--- config.mk ---
export PLATFORM = sky130hd
export DESIGN_NAME = pdq_ctrl
export DESIGN_NICKNAME = d
export VERILOG_FILES = /design/src/rtl/pdq_pkg.sv /design/src/rtl/pdq_ctrl.sv
export SDC_FILE = /design/constraint.sdc
export NUM_CORES = 1
export LEC_CHECK = 0
export ABC_AREA = 1
export BUFFER_PORTS_ARGS = -buffer_cell sky130_fd_sc_hd__buf_2
export CAP_MARGIN = 30
export CORE_AREA = 8 8 45 47
export CTS_BUF_LIST = sky130_fd_sc_hd__clkbuf_4 sky130_fd_sc_hd__clkbuf_8 sky130_fd_sc_hd__clkbuf_16
export DETAILED_ROUTE_END_ITERATION = 10
export DIE_AREA = 0 0 53 55
export PLACE_DENSITY_LB_ADDON = 0.3
export SLEW_MARGIN = 20
export SYNTH_ARGS = -nofsm -noshare
export SYNTH_HDL_FRONTEND = slang
export SYNTH_SLANG_ARGS = --single-unit
--- constraint.sdc ---
create_clock -name i_clk -period 1.3 [get_ports i_clk]
set_clock_uncertainty 0.2 [all_clocks]
set_input_delay 0.13 -clock i_clk [delete_from_list [all_inputs] [get_ports i_clk]]
set_output_delay 0.13 -clock i_clk [all_outputs]
set_load 0.02 [all_outputs]
--- src/rtl/pdq_pkg.sv ---
// Shared types and constants for the packet delay queue.
// Used by the controller, the datapath, the top level and the checker.
`default_nettype none

package pdq_pkg;

    // Fixed field widths
    localparam int TAG_W     = 16;
    localparam int STAMP_W   = 32;
    localparam int LAG_W     = 14;
    localparam int PEND_W    = 12;
    localparam int REQ_W     = 2;
    localparam int CAUSE_W   = 2;
    localparam int CFG_IDX_W = 2;

    // Lag limits and reset value
    localparam logic [LAG_W-1:0] LAG_MAX   = 14'd15000;
    localparam logic [LAG_W-1:0] LAG_RESET = 14'd50;

    // Request codes
    localparam logic [REQ_W-1:0] REQ_ARRIVE = 2'd0;
    localparam logic [REQ_W-1:0] REQ_POLL   = 2'd1;
    localparam logic [REQ_W-1:0] REQ_DRAIN  = 2'd2;

    // Release causes
    localparam logic [CAUSE_W-1:0] CAUSE_DIRECT  = 2'd0;
    localparam logic [CAUSE_W-1:0] CAUSE_FULL    = 2'd1;
    localparam logic [CAUSE_W-1:0] CAUSE_OVERDUE = 2'd2;
    localparam logic [CAUSE_W-1:0] CAUSE_FLUSH   = 2'd3;

    // Configuration register indexes
    localparam logic [CFG_IDX_W-1:0] CFG_LAG_TIME     = 2'd0;
    localparam logic [CFG_IDX_W-1:0] CFG_LAG_INBOUND  = 2'd1;
    localparam logic [CFG_IDX_W-1:0] CFG_LAG_OUTBOUND = 2'd2;

    // Controller states
    typedef enum logic {
        S_IDLE,
        S_EXEC
    } t_state;

    // Controller to datapath
    typedef struct packed {
        logic               load;
        logic               push;
        logic               pop;
        logic               emit;
        logic [CAUSE_W-1:0] cause;
    } t_cmd;

    // Datapath to controller
    typedef struct packed {
        logic [REQ_W-1:0] req;
        logic             lagged;
        logic             full;
        logic             empty;
        logic             flush_armed;
        logic             overdue;
        logic             out_free;
    } t_status;

endpackage

`default_nettype wire

--- src/rtl/pdq_ctrl.sv ---
// Controller for the packet delay queue: accepts a request, then decides it.
// Depends on pdq_pkg.
`default_nettype none

module pdq_ctrl
    import pdq_pkg::*;
(
    input  wire logic    i_clk,
    input  wire logic    i_rst_n,
    input  wire logic    i_in_valid,
    input  wire t_status i_status,
    output logic         o_in_stall,
    output t_cmd         o_cmd
);

    t_state r_state;
    t_state n_state;

    logic               want_emit;
    logic               want_pop;
    logic               want_push;
    logic [CAUSE_W-1:0] want_cause;

    // Decide what the held request does
    always_comb begin
        want_emit  = 1'b0;
        want_pop   = 1'b0;
        want_push  = 1'b0;
        want_cause = CAUSE_DIRECT;
        case (i_status.req)
            REQ_ARRIVE: begin
                if (!i_status.lagged) begin
                    want_emit  = 1'b1;
                    want_cause = CAUSE_DIRECT;
                end else if (i_status.full) begin
                    want_emit  = 1'b1;
                    want_cause = CAUSE_FULL;
                end else begin
                    want_push = 1'b1;
                end
            end
            REQ_POLL: begin
                if (!i_status.empty) begin
                    if (i_status.flush_armed) begin
                        want_emit  = 1'b1;
                        want_pop   = 1'b1;
                        want_cause = CAUSE_FLUSH;
                    end else if (i_status.overdue) begin
                        want_emit  = 1'b1;
                        want_pop   = 1'b1;
                        want_cause = CAUSE_OVERDUE;
                    end
                end
            end
            REQ_DRAIN: begin
                if (!i_status.empty) begin
                    want_emit  = 1'b1;
                    want_pop   = 1'b1;
                    want_cause = CAUSE_FLUSH;
                end
            end
            default: begin
            end
        endcase
    end

    // Next state: wait in EXEC while the output slot is taken
    always_comb begin
        n_state = r_state;
        case (r_state)
            S_IDLE: begin
                if (i_in_valid) begin
                    n_state = S_EXEC;
                end
            end
            S_EXEC: begin
                if (!want_emit || i_status.out_free) begin
                    n_state = S_IDLE;
                end
            end
            default: n_state = S_IDLE;
        endcase
    end

    // Commands to the datapath
    always_comb begin
        o_in_stall = 1'b1;
        o_cmd      = '0;
        case (r_state)
            S_IDLE: begin
                o_in_stall = 1'b0;
                o_cmd.load = i_in_valid;
            end
            S_EXEC: begin
                o_cmd.push  = want_push;
                o_cmd.pop   = want_pop && i_status.out_free;
                o_cmd.emit  = want_emit && i_status.out_free;
                o_cmd.cause = want_cause;
            end
            default: begin
            end
        endcase
    end

    always_ff @(posedge i_clk) begin
        if (!i_rst_n) begin
            r_state <= S_IDLE;
        end else begin
            r_state <= n_state;
        end
    end

endmodule

`default_nettype wire

* Word level (Yosys, flattened, before mapping) *
Index checks and enable logic that the tools add are counted.

word-level totals
  bits in registers = 1
  output and inout port bits = 7
  logic and storage cells = 33
  bits of input ports = 11

cells by class
  reductions and logical operators = 5
  bitwise gates (word level) = 1
  equal/unequal tests = 2
  muxes and demuxes = 24

operator list
  operator                                       number
  two-way mux 1 bit                              15
  two-way mux 2 bit                              4
  one-hot mux 2 bit (3 select lines)             1
  two-way mux 5 bit                              1
  one-hot mux 1 bit (2 select lines)             2
  one-hot mux 1 bit (3 select lines)             1
  == test 2 x 1 -> 1 bit, second input constant  1
  == test 2 bit, second input constant           1
  logical AND 1 bit                              2
  zero test 2 bit                                1
  zero test 1 bit                                1
  logical OR 1 bit                               1
  inverter 1 bit                                 1

* Depth between registers and ports, before layout *
  word-level depth = 8
  mapped depth = 8
  gate-level depth less buffers = 8

* Least setup slack after synthesis *
Ideal clock, no wire load.

  kind = flip-flop to output port
  from = register r_state
  to = output o_cmd[2] (netlist name)
  required time = 0.970 ns
  arrival time = 1.021 ns
  path slack = -0.051 ns
  stages on the path, launching flop included = 5
  cell sequence = dfxtp_1 inv_2 nor2_8 nand2_1 nor2_1

RTL lines
  item                    RTL line         RTL
  start, declared         pdq_ctrl.sv:16   t_state r_state;
  start signal, assigned  pdq_ctrl.sv:109  r_state <= n_state;
  end, declared           pdq_ctrl.sv:13   output t_cmd o_cmd

==> results.md <==
* Final instance area at 485 sq um
* Clock Pin Slew Worst Setup and Hold Paths at 0 ns
* Max-slew headroom at 0.899
* Leakage Power at 0.264 nW
* Crit start category: primary input
* Unrepaired setup endpoints after global routing: true
* Grt total ovfl at 0
* Routed WL at 712 um
* Num rows at 14
* Max VDD drop at 0.120 mV
* Post-route setup TNS at 0 ns
* Cell variety after synth at 13
* Largest regs: r_state (1)
* ANT nets after route at 0
* IO Count at 18
* Critical Path Source: i_status[7]
* Register-to-Register Path Depth at 5
* Period utilisation layout at 0.991
* Setup violators final at 0
* Biggest register: r_state
* Util after Layout at 0.351
* Minimum clock period at 1.29 ns
* Asr flop ratio synth at 0
* Largest net degree at the start of global routing at 4
* Layout area overhead at 85.6%
* Top-count cell post-synth: inv_1
* FMAX at 0.776 GHz
* Initial antenna violation count at 0
* Syn avg cell area at 6.38 sq um
* Iteration-0 DRC Markers at 2
* First-pass detailed-route iteration total at 2
* RD Place Congestion at 0.688
* Post-Place Worst Slack at -0.0859 ns
* Hold Slack at 0.165 ns
* Worst-path fanout max at 3
* Post-synthesis sequential area ratio at 0.0766
* I/O Buffers at 17
* Hold_buf cts at 0
* EDFF count, synth at 0
* Hold Path Class: primary input to flip-flop
* Die area at 0.00292 sq mm
* Worst slew pin tran at 0.151 ns
* Vias per inst at 3.94
* Cell Pwr Density at 325 mW/mm^2
* First-pass GRT wire length at 1.19 mm
* Via count at 311
* Placement-stage cell area at 399 sq um
* Worst Path Required at 0.97 ns
* Cells after Synth at 41
* Setup Crit Path Kind: primary input to output port
* Fillers at 150
* Max_cap viols at 0
* Clock Latency Late Sink at 0 ns
* Setup slack after layout at 0.0112 ns
* Final nets at 80
* Synth top cells by count: 12 x inv_1, 9 x nand2_1, 4 x ha_1, 3 x nand3_1, 3 x nor2_1
* HP Start: i_rst_n
* Initial Utilization at 0.189
* Dpl hpwl at 654 um
* # DRC at 0
* Syn nets at 56
* CP arrival at 0.96 ns
* Wire per inst at 9.01 um
* Post-Syn Area at 262 sq um
* Yosys top cell by area: ha_1
* Diode count at 0
* Status: completed
* Slew Viols, Final at 0
* Synth area leaders: ha_1 19%, inv_1 17%, nand2_1 13%
* Vias in the first global route at 330
* Number of hold violations in the final report at 0
* YS warnings at 0
* Chip height at 55 um
* Max reg flops at 1
* WHS Path Cells at 3
* Critical path capture point type: output port
* Share of layout cells above drive strength 1 at 0.698
* Predominant post-synthesis flop cell: dfxtp_1
* Total core area at 0.00138 sq mm
* GR Util All Layers at 0.0486
* Die Wd at 53 um
* R2R Path Start: r_state
* FF+latch count, synth at 1
* Share of Yosys cell area claimed by the top area cell type at 0.191
## logic make-up after synthesis
family / after synthesis / share of synthesized area
AO/OA/AOI/OAI: 1 / 0.0335
adder cells (fa/ha/maj): 4 / 0.191
buffers and inverters: 13 / 0.187
flip-flops: 1 / 0.0766
AND/OR/NAND/NOR: 22 / 0.512
## worst paths after layout
path	end	slack, ns
min	r_state	0.16
max reg2reg	r_state	0.16
min reg2reg	r_state	0.48
max	o_cmd[2]	0.01
## what timing repair did
| action | CTS | global route |
|---|---|---|
| buffers inserted | 0 | 1 |
| gates resized for setup | 14 | 12 |
| pin swaps | 3 | 5 |
| setup endpoints to repair | 4 | 5 |
| gates cloned | 0 | 0 |
## metrics by stage
step | power [mW] | std cells
4_1_cts | 0.146 | 78
3_3_place_gp | 0.134 | 78
6_report | 0.158 | 79
2_1_floorplan | 0.0911 | 41
5_1_grt | 0.172 | 79
3_5_place_dp | 0.136 | 78
## critical path, cell delays in order
cell and delay (ns):
buf_8 0.10, clkinv_4 0.04, ha_4 0.11, inv_2 0.03, nor2_4 0.10, nand2_2 0.07, nand3_2 0.08, nand2_2 0.07
nor2_4 0.10, buf_6 0.12
## cell type report
type	count	area, sq um	area share
flip-flops and latches	1	20.0	0.0412
repair buffers	22	149	0.307
inverters	13	53.8	0.111
well taps	16	20.0	0.0412
multi-input cells	27	243	0.500
## cells in the final DEF (no fill, tap or decap), drive strengths merged
master / count
dfxtp: 1
buf: 22
a21oi: 1
nor3: 1
ha: 4
nand2: 11
nor2: 5
clkinv: 1
inv: 12
nand3: 5
## power by group
| part | internal (mW) | switching [mW] |
|---|---|---|
| clock | 0 | 0 |
| combinational | 0.0578 | 0.0641 |
| sequential | 0.0334 | 0.00231 |
| total | 0.0912 | 0.0664 |
## per-layer routing
layer	track usage	up-vias	part of all wire
met1	0.0439	144	0.34
met2	0.113	5	0.61
li1	-	162	-
met5	0	-	0
met4	0	0	0
met3	0.00535	0	0.053
Power figures use the tool's default switching activity.
